**config.mk**
```make
export PLATFORM = sky130hd
export DESIGN_NAME = i2c_master_bit_engine_unit
export DESIGN_NICKNAME = d
export VERILOG_FILES = /design/src/hw/rtl/i2cbe_pkg.sv /design/src/hw/rtl/i2cbe_front.sv /design/src/hw/rtl/i2cbe_engine.sv /design/src/hw/rtl/i2c_master_bit_engine_unit.sv
export SDC_FILE = /design/constraint.sdc
export NUM_CORES = 1
export LEC_CHECK = 0
export BUFFER_PORTS_ARGS = -buffer_cell sky130_fd_sc_hd__buf_2
export CAP_MARGIN = 10
export CORE_MARGIN = 10
export CORE_UTILIZATION = 55
export CTS_CLUSTER_DIAMETER = 40
export DETAILED_ROUTE_END_ITERATION = 10
export PLACE_DENSITY_LB_ADDON = 0.08
export SLEW_MARGIN = 20
export SYNTH_ARGS = -nofsm -noshare
export SYNTH_HDL_FRONTEND = slang
export SYNTH_SLANG_ARGS = --single-unit
export TNS_END_PERCENT = 10
```
**constraint.sdc**
```tcl
create_clock -name clock -period 10.5 [get_ports clock]
set_input_delay 0.525 -clock clock [delete_from_list [all_inputs] [get_ports clock]]
set_output_delay 0.525 -clock clock [all_outputs]
set_load 0.01 [all_outputs]
```
**src/hw/rtl/i2cbe_pkg.sv**
```systemverilog
// shared types and constants for the i2c master bit engine
`default_nettype none

package i2cbe_pkg;

   // tick counter and timing register widths
   localparam int CNT_W  = 16;
   localparam int CFG_W  = 16;
   localparam int CMP_W  = (CNT_W > CFG_W) ? CNT_W : CFG_W;
   localparam int BYTE_W = 8;
   localparam int BIT_W  = 3;

   // last bit of a byte
   localparam logic [BIT_W-1:0] BIT_LAST = 3'd7;

   // reset values of the timing registers
   localparam logic [CFG_W-1:0] HALF_RESET = 16'd100;
   localparam logic [CFG_W-1:0] STOP_RESET = 16'd150;

   // register index as decoded from the csr address
   localparam logic REG_HALF = 1'b0;
   localparam logic REG_STOP = 1'b1;

   // command opcodes on the request channel
   localparam logic [1:0] OP_START = 2'd0;
   localparam logic [1:0] OP_STOP  = 2'd1;
   localparam logic [1:0] OP_WRITE = 2'd2;
   localparam logic [1:0] OP_READ  = 2'd3;

   // queues between the parts hold two beats
   localparam logic [1:0] Q_FULL = 2'd2;

   typedef enum logic [3:0] {
      PH_IDLE     = 4'd0,
      PH_START_A  = 4'd1,
      PH_START_B  = 4'd2,
      PH_STOP_A   = 4'd3,
      PH_STOP_B   = 4'd4,
      PH_WR_HIGH  = 4'd5,
      PH_WR_LOW   = 4'd6,
      PH_RD_LOW   = 4'd7,
      PH_RD_HIGH1 = 4'd8,
      PH_RD_HIGH2 = 4'd9,
      PH_ACK_LOW  = 4'd10,
      PH_ACK_HIGH = 4'd11
   } phase_type;

   typedef enum logic [2:0] {
      CMD_NONE  = 3'd0,
      CMD_START = 3'd1,
      CMD_STOP  = 3'd2,
      CMD_WRITE = 3'd3,
      CMD_READ  = 3'd4
   } cmd_type;

   // classified tick as it travels from the front to the engine
   typedef struct packed {
      cmd_type            cmd;
      logic [BYTE_W-1:0]  tx_byte;
      logic               send_ack;
      logic               sda_in;
   } item_type;

   // one result beat
   typedef struct packed {
      logic               scl_level;
      logic               sda_level;
      logic               sda_drive;
      logic               busy_res;
      logic               rx_valid;
      logic [BYTE_W-1:0]  rx_byte;
   } result_type;

endpackage

`default_nettype wire

```
**src/hw/rtl/i2cbe_front.sv**
```systemverilog
// front part: accepts request beats, decodes the command and queues them
`default_nettype none

module i2cbe_front
   import i2cbe_pkg::*;
(
   input  wire logic              clock,
   input  wire logic              reset,
   input  wire logic              push,
   output logic                   full,
   input  wire logic              req_cmd_valid,
   input  wire logic [1:0]        req_opcode,
   input  wire logic [BYTE_W-1:0] req_tx_byte,
   input  wire logic              req_send_ack,
   input  wire logic              req_sda_in,
   output logic                   item_valid,
   output item_type               item,
   input  wire logic              item_take
);

   item_type   q_ff [2];
   item_type   entry_in;
   logic       wr_ptr_ff, wr_ptr_in;
   logic       rd_ptr_ff, rd_ptr_in;
   logic [1:0] count_ff, count_in;
   logic       do_push, do_pop;

   // decode the offered command
   always_comb begin
      entry_in.tx_byte  = req_tx_byte;
      entry_in.send_ack = req_send_ack;
      entry_in.sda_in   = req_sda_in;
      if (!req_cmd_valid) begin
         entry_in.cmd = CMD_NONE;
      end else begin
         unique case (req_opcode)
            OP_START: entry_in.cmd = CMD_START;
            OP_STOP:  entry_in.cmd = CMD_STOP;
            OP_WRITE: entry_in.cmd = CMD_WRITE;
            OP_READ:  entry_in.cmd = CMD_READ;
            default:  entry_in.cmd = CMD_NONE;
         endcase
      end
   end

   // queue control
   assign full       = (count_ff == Q_FULL);
   assign item_valid = (count_ff != 2'd0);
   assign item       = q_ff[rd_ptr_ff];
   assign do_push    = push && !full;
   assign do_pop     = item_take && item_valid;

   always_comb begin
      wr_ptr_in = do_push ? ~wr_ptr_ff : wr_ptr_ff;
      rd_ptr_in = do_pop ? ~rd_ptr_ff : rd_ptr_ff;
      count_in  = count_ff + {1'b0, do_push} - {1'b0, do_pop};
   end

   always_ff @(posedge clock) begin
      if (reset) begin
         wr_ptr_ff <= 1'b0;
         rd_ptr_ff <= 1'b0;
         count_ff  <= 2'd0;
      end else begin
         wr_ptr_ff <= wr_ptr_in;
         rd_ptr_ff <= rd_ptr_in;
         count_ff  <= count_in;
      end
   end

   // queue storage
   always_ff @(posedge clock) begin
      if (do_push) begin
         q_ff[wr_ptr_ff] <= entry_in;
      end
   end

endmodule

`default_nettype wire

```
**src/hw/rtl/i2cbe_engine.sv**
```systemverilog
// back part: bit timing state machine and result queue
`default_nettype none

module i2cbe_engine
   import i2cbe_pkg::*;
(
   input  wire logic             clock,
   input  wire logic             reset,
   input  wire logic             item_valid,
   input  item_type              item,
   output logic                  item_take,
   input  wire logic [CFG_W-1:0] half_ticks,
   input  wire logic [CFG_W-1:0] stop_ticks,
   output logic                  empty,
   input  wire logic             pop,
   output result_type            head
);

   phase_type         phase_ff, phase_in;
   logic [CNT_W-1:0]  cnt_ff, cnt_in, cnt_next;
   logic [BIT_W-1:0]  bit_ff, bit_in;
   logic [BYTE_W-1:0] shift_ff, shift_in;
   logic              ack_ff, ack_in;
   logic              scl_ff, scl_in;
   logic              sda_ff, sda_in;
   logic              en_ff, en_in;
   logic              rx_valid, fire, done;
   logic [BYTE_W-1:0] rx_byte;
   logic [CFG_W-1:0]  len_sel, len_eff;
   result_type        res;

   result_type        q_ff [2];
   logic              wr_ptr_ff, rd_ptr_ff;
   logic [1:0]        count_ff, count_in;
   logic              do_pop;

   // step when a tick waits and the result queue has room
   assign fire      = item_valid && (count_ff != Q_FULL);
   assign item_take = fire;

   // phase length and end of phase
   always_comb begin
      len_sel  = (phase_ff == PH_STOP_A || phase_ff == PH_STOP_B) ? stop_ticks : half_ticks;
      len_eff  = (len_sel == '0) ? CFG_W'(1) : len_sel;
      cnt_next = cnt_ff + CNT_W'(1);
      done     = (CMP_W'(cnt_next) >= CMP_W'(len_eff)) || (cnt_next == '1);
   end

   // next state
   always_comb begin
      phase_in = phase_ff;
      unique case (phase_ff)
         PH_IDLE: begin
            unique case (item.cmd)
               CMD_START: phase_in = PH_START_A;
               CMD_STOP:  phase_in = PH_STOP_A;
               CMD_WRITE: phase_in = PH_WR_HIGH;
               CMD_READ:  phase_in = PH_RD_LOW;
               default:   phase_in = PH_IDLE;
            endcase
         end
         PH_START_A:  if (done) phase_in = PH_START_B;
         PH_START_B:  if (done) phase_in = PH_IDLE;
         PH_STOP_A:   if (done) phase_in = PH_STOP_B;
         PH_STOP_B:   if (done) phase_in = PH_IDLE;
         PH_WR_HIGH:  if (done) phase_in = PH_WR_LOW;
         PH_WR_LOW:   if (done) phase_in = (bit_ff == BIT_LAST) ? PH_IDLE : PH_WR_HIGH;
         PH_RD_LOW:   if (done) phase_in = PH_RD_HIGH1;
         PH_RD_HIGH1: if (done) phase_in = PH_RD_HIGH2;
         PH_RD_HIGH2: if (done) phase_in = (bit_ff == BIT_LAST) ? PH_ACK_LOW : PH_RD_LOW;
         PH_ACK_LOW:  if (done) phase_in = PH_ACK_HIGH;
         PH_ACK_HIGH: if (done) phase_in = PH_IDLE;
         default:     phase_in = PH_IDLE;
      endcase
   end

   // datapath and pin outputs
   always_comb begin
      cnt_in   = cnt_ff;
      bit_in   = bit_ff;
      shift_in = shift_ff;
      ack_in   = ack_ff;
      scl_in   = scl_ff;
      sda_in   = sda_ff;
      en_in    = en_ff;
      rx_valid = 1'b0;
      rx_byte  = '0;
      if (phase_ff != PH_IDLE) begin
         cnt_in = done ? '0 : cnt_next;
      end
      unique case (phase_ff)
         PH_IDLE: begin
            cnt_in = '0;
            unique case (item.cmd)
               CMD_START: begin
                  en_in  = 1'b1;
                  sda_in = 1'b1;
                  scl_in = 1'b1;
               end
               CMD_STOP: begin
                  en_in  = 1'b1;
                  sda_in = 1'b0;
                  scl_in = 1'b0;
               end
               CMD_WRITE: begin
                  en_in    = 1'b1;
                  bit_in   = '0;
                  sda_in   = item.tx_byte[BYTE_W-1];
                  shift_in = {item.tx_byte[BYTE_W-2:0], 1'b0};
                  scl_in   = 1'b1;
               end
               CMD_READ: begin
                  en_in    = 1'b0;
                  shift_in = '0;
                  bit_in   = '0;
                  ack_in   = item.send_ack;
                  scl_in   = 1'b0;
               end
               default: ;
            endcase
         end
         PH_START_A:  if (done) sda_in = 1'b0;
         PH_START_B:  if (done) scl_in = 1'b0;
         PH_STOP_A:   if (done) scl_in = 1'b1;
         PH_STOP_B:   if (done) sda_in = 1'b1;
         PH_WR_HIGH:  if (done) scl_in = 1'b0;
         PH_WR_LOW: begin
            if (done && bit_ff != BIT_LAST) begin
               bit_in   = bit_ff + BIT_W'(1);
               sda_in   = shift_ff[BYTE_W-1];
               shift_in = {shift_ff[BYTE_W-2:0], 1'b0};
               scl_in   = 1'b1;
            end
         end
         PH_RD_LOW:   if (done) scl_in = 1'b1;
         PH_RD_HIGH1: ;
         PH_RD_HIGH2: begin
            if (done) begin
               shift_in = {shift_ff[BYTE_W-2:0], item.sda_in};
               scl_in   = 1'b0;
               if (bit_ff == BIT_LAST) begin
                  en_in  = 1'b1;
                  sda_in = ~ack_ff;
               end else begin
                  bit_in = bit_ff + BIT_W'(1);
               end
            end
         end
         PH_ACK_LOW:  if (done) scl_in = 1'b1;
         PH_ACK_HIGH: begin
            if (done) begin
               scl_in   = 1'b0;
               rx_valid = 1'b1;
               rx_byte  = shift_ff;
            end
         end
         default: cnt_in = '0;
      endcase
   end

   // result of this tick
   always_comb begin
      res.scl_level = scl_in;
      res.sda_level = sda_in;
      res.sda_drive = en_in;
      res.busy_res  = (phase_in != PH_IDLE);
      res.rx_valid  = rx_valid;
      res.rx_byte   = rx_byte;
   end

   // engine state
   always_ff @(posedge clock) begin
      if (reset) begin
         phase_ff <= PH_IDLE;
         cnt_ff   <= '0;
         bit_ff   <= '0;
         shift_ff <= '0;
         ack_ff   <= 1'b0;
         scl_ff   <= 1'b1;
         sda_ff   <= 1'b1;
         en_ff    <= 1'b1;
      end else if (fire) begin
         phase_ff <= phase_in;
         cnt_ff   <= cnt_in;
         bit_ff   <= bit_in;
         shift_ff <= shift_in;
         ack_ff   <= ack_in;
         scl_ff   <= scl_in;
         sda_ff   <= sda_in;
         en_ff    <= en_in;
      end
   end

   // result queue
   assign empty    = (count_ff == 2'd0);
   assign head     = q_ff[rd_ptr_ff];
   assign do_pop   = pop && !empty;
   assign count_in = count_ff + {1'b0, fire} - {1'b0, do_pop};

   always_ff @(posedge clock) begin
      if (reset) begin
         wr_ptr_ff <= 1'b0;
         rd_ptr_ff <= 1'b0;
         count_ff  <= 2'd0;
      end else begin
         wr_ptr_ff <= fire ? ~wr_ptr_ff : wr_ptr_ff;
         rd_ptr_ff <= do_pop ? ~rd_ptr_ff : rd_ptr_ff;
         count_ff  <= count_in;
      end
   end

   always_ff @(posedge clock) begin
      if (fire) begin
         q_ff[wr_ptr_ff] <= res;
      end
   end

   // tick counter is cleared whenever the engine rests
   assert property (@(posedge clock) disable iff (reset)
      phase_ff == PH_IDLE |-> cnt_ff == '0)
      else $error("tick counter not cleared in idle");

   // sda is released only during the data bits of a read
   assert property (@(posedge clock) disable iff (reset)
      !en_ff |-> (phase_ff == PH_RD_LOW || phase_ff == PH_RD_HIGH1 ||
                  phase_ff == PH_RD_HIGH2))
      else $error("sda released outside a read");

   // a received byte is reported only when the ack clock ends
   assert property (@(posedge clock) disable iff (reset)
      fire && rx_valid |-> phase_ff == PH_ACK_HIGH && phase_in == PH_IDLE)
      else $error("rx_valid outside the end of a read");

   // received byte is zero unless flagged valid
   assert property (@(posedge clock) disable iff (reset)
      fire && !rx_valid |-> rx_byte == '0)
      else $error("stray received byte");

   // the engine never steps into a full result queue
   assert property (@(posedge clock) disable iff (reset)
      count_ff == Q_FULL && !do_pop |=> count_ff == Q_FULL)
      else $error("result queue overflow");

endmodule

`default_nettype wire

```
**src/hw/rtl/i2c_master_bit_engine_unit.sv**
```systemverilog
// top level of the i2c master bit engine with its timing registers
//
//   channel   ports                     beat moves when
//   request   push/full, req_*          push && !full
//   result    empty/pop, rsp_*          pop && !empty
//   csr       psel/penable/pwrite/...   psel && penable && pwrite (pready tied high)
//
// one request beat (one timer tick) is taken every cycle while full is low;
// its result beat reaches the result ports after the tick is written into the
// front queue and then an engine step, taken when the result queue has room, writes it.
// reset is synchronous; timing registers come up at 100 and 150 ticks.
// full rises when the two-beat front queue is full; a stalled result side
// fills the two-beat result queue and then holds the engine.
`default_nettype none

module i2c_master_bit_engine_unit
   import i2cbe_pkg::*;
(
   input  wire logic              clock,
   input  wire logic              reset,
   // request channel
   input  wire logic              push,
   output logic                   full,
   input  wire logic              req_cmd_valid,
   input  wire logic [1:0]        req_opcode,
   input  wire logic [BYTE_W-1:0] req_tx_byte,
   input  wire logic              req_send_ack,
   input  wire logic              req_sda_in,
   // result channel
   output logic                   empty,
   input  wire logic              pop,
   output logic                   rsp_scl_level,
   output logic                   rsp_sda_level,
   output logic                   rsp_sda_drive,
   output logic                   rsp_busy_res,
   output logic                   rsp_rx_valid,
   output logic [BYTE_W-1:0]      rsp_rx_byte,
   // csr port
   input  wire logic              psel,
   input  wire logic              penable,
   input  wire logic              pwrite,
   input  wire logic [2:0]        paddr,
   input  wire logic [31:0]       pwdata,
   output logic [31:0]            prdata,
   output logic                   pready
);

   logic [CFG_W-1:0] half_ff, half_in;
   logic [CFG_W-1:0] stop_ff, stop_in;
   logic             csr_wr;
   logic             item_valid, item_take;
   item_type         item;
   result_type       head;

   // timing registers
   assign pready = 1'b1;
   assign csr_wr = psel && penable && pwrite && pready;

   always_comb begin
      half_in = half_ff;
      stop_in = stop_ff;
      if (csr_wr) begin
         unique case (paddr[2])
            REG_HALF: half_in = pwdata[CFG_W-1:0];
            REG_STOP: stop_in = pwdata[CFG_W-1:0];
            default:  ;
         endcase
      end
   end

   always_ff @(posedge clock) begin
      if (reset) begin
         half_ff <= HALF_RESET;
         stop_ff <= STOP_RESET;
      end else begin
         half_ff <= half_in;
         stop_ff <= stop_in;
      end
   end

   // register readback
   always_comb begin
      unique case (paddr[2])
         REG_HALF: prdata = 32'(half_ff);
         REG_STOP: prdata = 32'(stop_ff);
         default:  prdata = '0;
      endcase
   end

   i2cbe_front u_front (
      .clock         (clock),
      .reset         (reset),
      .push          (push),
      .full          (full),
      .req_cmd_valid (req_cmd_valid),
      .req_opcode    (req_opcode),
      .req_tx_byte   (req_tx_byte),
      .req_send_ack  (req_send_ack),
      .req_sda_in    (req_sda_in),
      .item_valid    (item_valid),
      .item          (item),
      .item_take     (item_take)
   );

   i2cbe_engine u_engine (
      .clock      (clock),
      .reset      (reset),
      .item_valid (item_valid),
      .item       (item),
      .item_take  (item_take),
      .half_ticks (half_ff),
      .stop_ticks (stop_ff),
      .empty      (empty),
      .pop        (pop),
      .head       (head)
   );

   // result fields
   assign rsp_scl_level = head.scl_level;
   assign rsp_sda_level = head.sda_level;
   assign rsp_sda_drive = head.sda_drive;
   assign rsp_busy_res  = head.busy_res;
   assign rsp_rx_valid  = head.rx_valid;
   assign rsp_rx_byte   = head.rx_byte;

endmodule

`default_nettype wire

```
==> impl_results.md <==
* Synth warn at 0
* Min Tclk post-route at 5.64 ns
* Total vias in the final route at 5407
* Via-to-Cell Ratio at 5.74
* Hold-fix buffers at CTS at 0
* Fin util at 0.639
* Pre-CTS setup slack at 4.59 ns
* Register Area at 3100 sq um
* Post-synth EDFFs at 52
* Buf/Inv on CP at 0
* RePlAce Congestion at 0.852
* ANT cells at 0
* F_max at 177 MHz
* Num rows at 40
* Switching pwr at 0.000646 W
* TritonCTS Sinks at 129
* Crit path max-delay family: simple AND/OR/NAND/NOR gates
* Skew-Pair Late Insertion Delay at 0.41 ns
* All-layer global routing usage at 0.179
* RSZ-0062 raised after global routing: false
* Hold WC Path Type: primary input to flop
* Final Hold Fails at 0
* Routed Antenna Nets at 0
* Most common cell after layout, fill and taps aside: nand2_1
* Register clock-pin slew on the reported worst setup and hold paths at 0.06 ns
* DPL Wire Length at 11100 microns
* Vias in the first global route at 5255
* DP Area at 7140 sq um
* # port buffers at 67
* Crit path DAT at 5.96 ns
* # setup viols final at 0
* Clock power frac at 0.299
* CTS root buf: clkbuf_16
* Int Pwr at 0.00121 W
* Number of post-CTS setup repair buffers at 0
* Finished Cell Area at 7710 sq um
* # DRC at 0
* Kind of critical path: flop to flop
* Part of the Yosys area used for sequential elements at 0.455
* Synth unique cells at 58
* Layout area overhead at 13.1%
* Max cap viols at 0
* Routed WL at 15900 microns
* Initial DRC Count at 454
* Tightest Pin Transition at 1.05 ns
* First-pass GRT wire length at 25900 microns
* Period Utilization, post-route at 0.537
* Slew margin rel. at 0.300
* CTS tree: built
* Core area at 12100 sq um
* Worst Clk Skew at 0.00631 ns
* Mapped Area at 6820 sq um
* Comb pwr share at 0.319
* Final TNS setup at 0 ns
* Fillcell total at 988
* I/O pins at 103
* Largest net degree at the start of global routing at 86
* Total Die Area at 17200 sq um
* Number of H-tree levels at 4
* Post_cts resized at 0
* Gate Count Post-Synth at 719
* Crit Path Max Fanout at 22
* Drt first pass iters at 5
* Mapped Avg Cell Area at 9.48 sq um
* Seq cells post-synth at 129
* Seq pwr share at 0.381
* Worst Path Required at 10.82 ns
* Final Net Count at 841
* Initial antenna violation count at 0
* Die height at 131 microns
* Main synth FF type: dfxtp_1
* Slowest-stage cell, CP: and2_1
* Area of the multi-input gates at 3420 sq um
* Leak at 2.95 nW
* Status: completed
* Final Hold Slack at 0.292 ns
* DR WL/cell at 16.9 microns
* CTS Buf Count at 17
* Ys async rst share at 0
* Slack of the critical path at 4.86 ns
* Die width at 131 microns
* Largest stage delay on the critical path at 0.84 ns
* Maximum vdd ir drop at 0.157 mV
* Max Slew Vio Count at 0
* Clock tree buffer depth at 2
* Commonest non-fill, non-tap cells in the layout: nand2_1, dfxtp_1, buf_2
* Critical-path cell list: nand2b_1, mux2i_1, and2_1, mux2i_1, nand4_1, or4_1, nand2_1, ha_1, nand2b_1, a211o_1, a21oi_1, o221a_2, o21ai_2, nor2_2, o21ai_0, a311oi_1
* Gr ovfl total at 0
* Critical Path Sink Type: flop
* Starting Density at 0.565
* Pwr dens at 241 nW/um^2
* Worst setup SP type: flop
* Switch share at 0.347
* Layout cell share with drive strength beyond 1 at 0.189
-- metal layers --
layer | global-route usage | part of all wire | vias to the layer above
met1 | 0.242 | 0.47 | 2554
li1 | - | - | 2618
met2 | 0.272 | 0.45 | 216
met5 | 0 | 0 | -
met4 | 0.0643 | 0.016 | 0
met3 | 0.0461 | 0.071 | 19
-- flip-flops by register name, summed over array words and instances (netlist names), 3 cells and up, named ones only --
register / flops
u_engine.q_ff: 26
u_front.q_ff: 26
half_ff: 16
u_engine.shift_ff: 8
u_engine.cnt_ff: 16
u_engine.bit_ff: 3
stop_ff: 16
u_engine.phase_ff: 4
-- cell type report --
class	instances	share of cell area
Multi-Input combinational cell	529	0.444
Sequential cell	129	0.403
Clock buffer	22	0.0617
Timing Repair Buffer	70	0.0464
Tap cell	168	0.0273
Clock inverter	10	0.0112
Inverter	14	0.00682
-- path summary, 6_finish.rpt --
path | from | end | slack (ns) | depth (start not counted)
worst max-delay path | u_engine.phase_ff[1]$_SDFFE_PP0P_ | u_engine.cnt_ff[7]$_SDFFE_PP0P_ | 4.86 | 16
worst min-delay path | req_tx_byte[1] | u_front.q_ff[1][3]$_DFFE_PP_ | 0.29 | 1
worst max register to register | u_engine.phase_ff[1]$_SDFFE_PP0P_ | u_engine.cnt_ff[7]$_SDFFE_PP0P_ | 4.86 | 16
worst min register to register | stop_ff[8]$_SDFFE_PP0P_ | stop_ff[8]$_SDFFE_PP0P_ | 0.47 | 2
-- worst reg2reg max path: cells and delay by family, from the launching register on --
kind                       cells  cell delay [ns]
DFF                            1             0.74
and+or+nand+nor                7             2.54
AOI/OAI and AO/OA              6             1.45
adders and majority gates      1             0.23
muxes                          2             0.61
-- synth_stat cells (3+ instances only) --
cell       n  share of area
a21oi_1   52          0.038
nand4_1   12          0.011
a311oi_1   6         0.0077
nand2b_1  15          0.014
a22oi_1   10          0.011
clkbuf_1  36          0.020
o21bai_1   3         0.0033
nand3_1   11         0.0081
and2_1    13          0.012
xnor2_1   13          0.017
buf_1      3         0.0017
o211ai_1   5         0.0055
o31ai_1    3         0.0033
o21a_1     5         0.0055
and3_1     3         0.0028
nor2b_1    7         0.0064
xor2_1    12          0.015
or4_1      9         0.0099
o21ai_0   28          0.021
dfxtp_1   77           0.23
buf_2      4         0.0029
mux2i_1   29          0.043
nand2_1   95          0.052
a31oi_1    4         0.0037
mux2_2    32          0.053
ha_1      25          0.046
nor3_1     9         0.0066
nand3b_1  10          0.011
buf_4     19          0.021
nor4_1     3         0.0028
edfxtp_1  52           0.23
o211a_1    3         0.0044
inv_1     14         0.0077
nor2_1    62          0.034
-- metrics by stage --
| stage | total power, W | cells |
|---|---|---|
| after CTS | 0.00186 | 942 |
| final | 0.00186 | 942 |
| after detailed placement | 0.00130 | 910 |
| after global placement | 0.00128 | 910 |
| after global routing | 0.00197 | 942 |
| after floorplan | 0.00114 | 734 |
-- cell families (layout without fill, tap and decap cells) --
kind of cell | count (synthesis) | in the layout | synth area share
compound gates | 138 | 138 | 0.127
xor+xnor | 25 | 25 | 0.0321
fa+ha+maj | 25 | 25 | 0.0459
buf+inv | 76 | 116 | 0.0530
flops | 129 | 129 | 0.455
mux | 62 | 62 | 0.0971
other cells | 2 | 17 | 0.00110
simple gates | 262 | 262 | 0.189
-- power groups by stage --
stage / sequential [W] / clock (W) / combinational [W]
after floorplan: 0.000667 / 0 / 0.000472
after global placement: 0.000712 / 0 / 0.000564
after detailed placement: 0.000719 / 0 / 0.000583
after CTS: 0.000709 / 0.000563 / 0.000590
after global routing: 0.000723 / 0.000585 / 0.000660
final: 0.000709 / 0.000557 / 0.000594
Note: power is estimated with default switching activity, not from simulation.
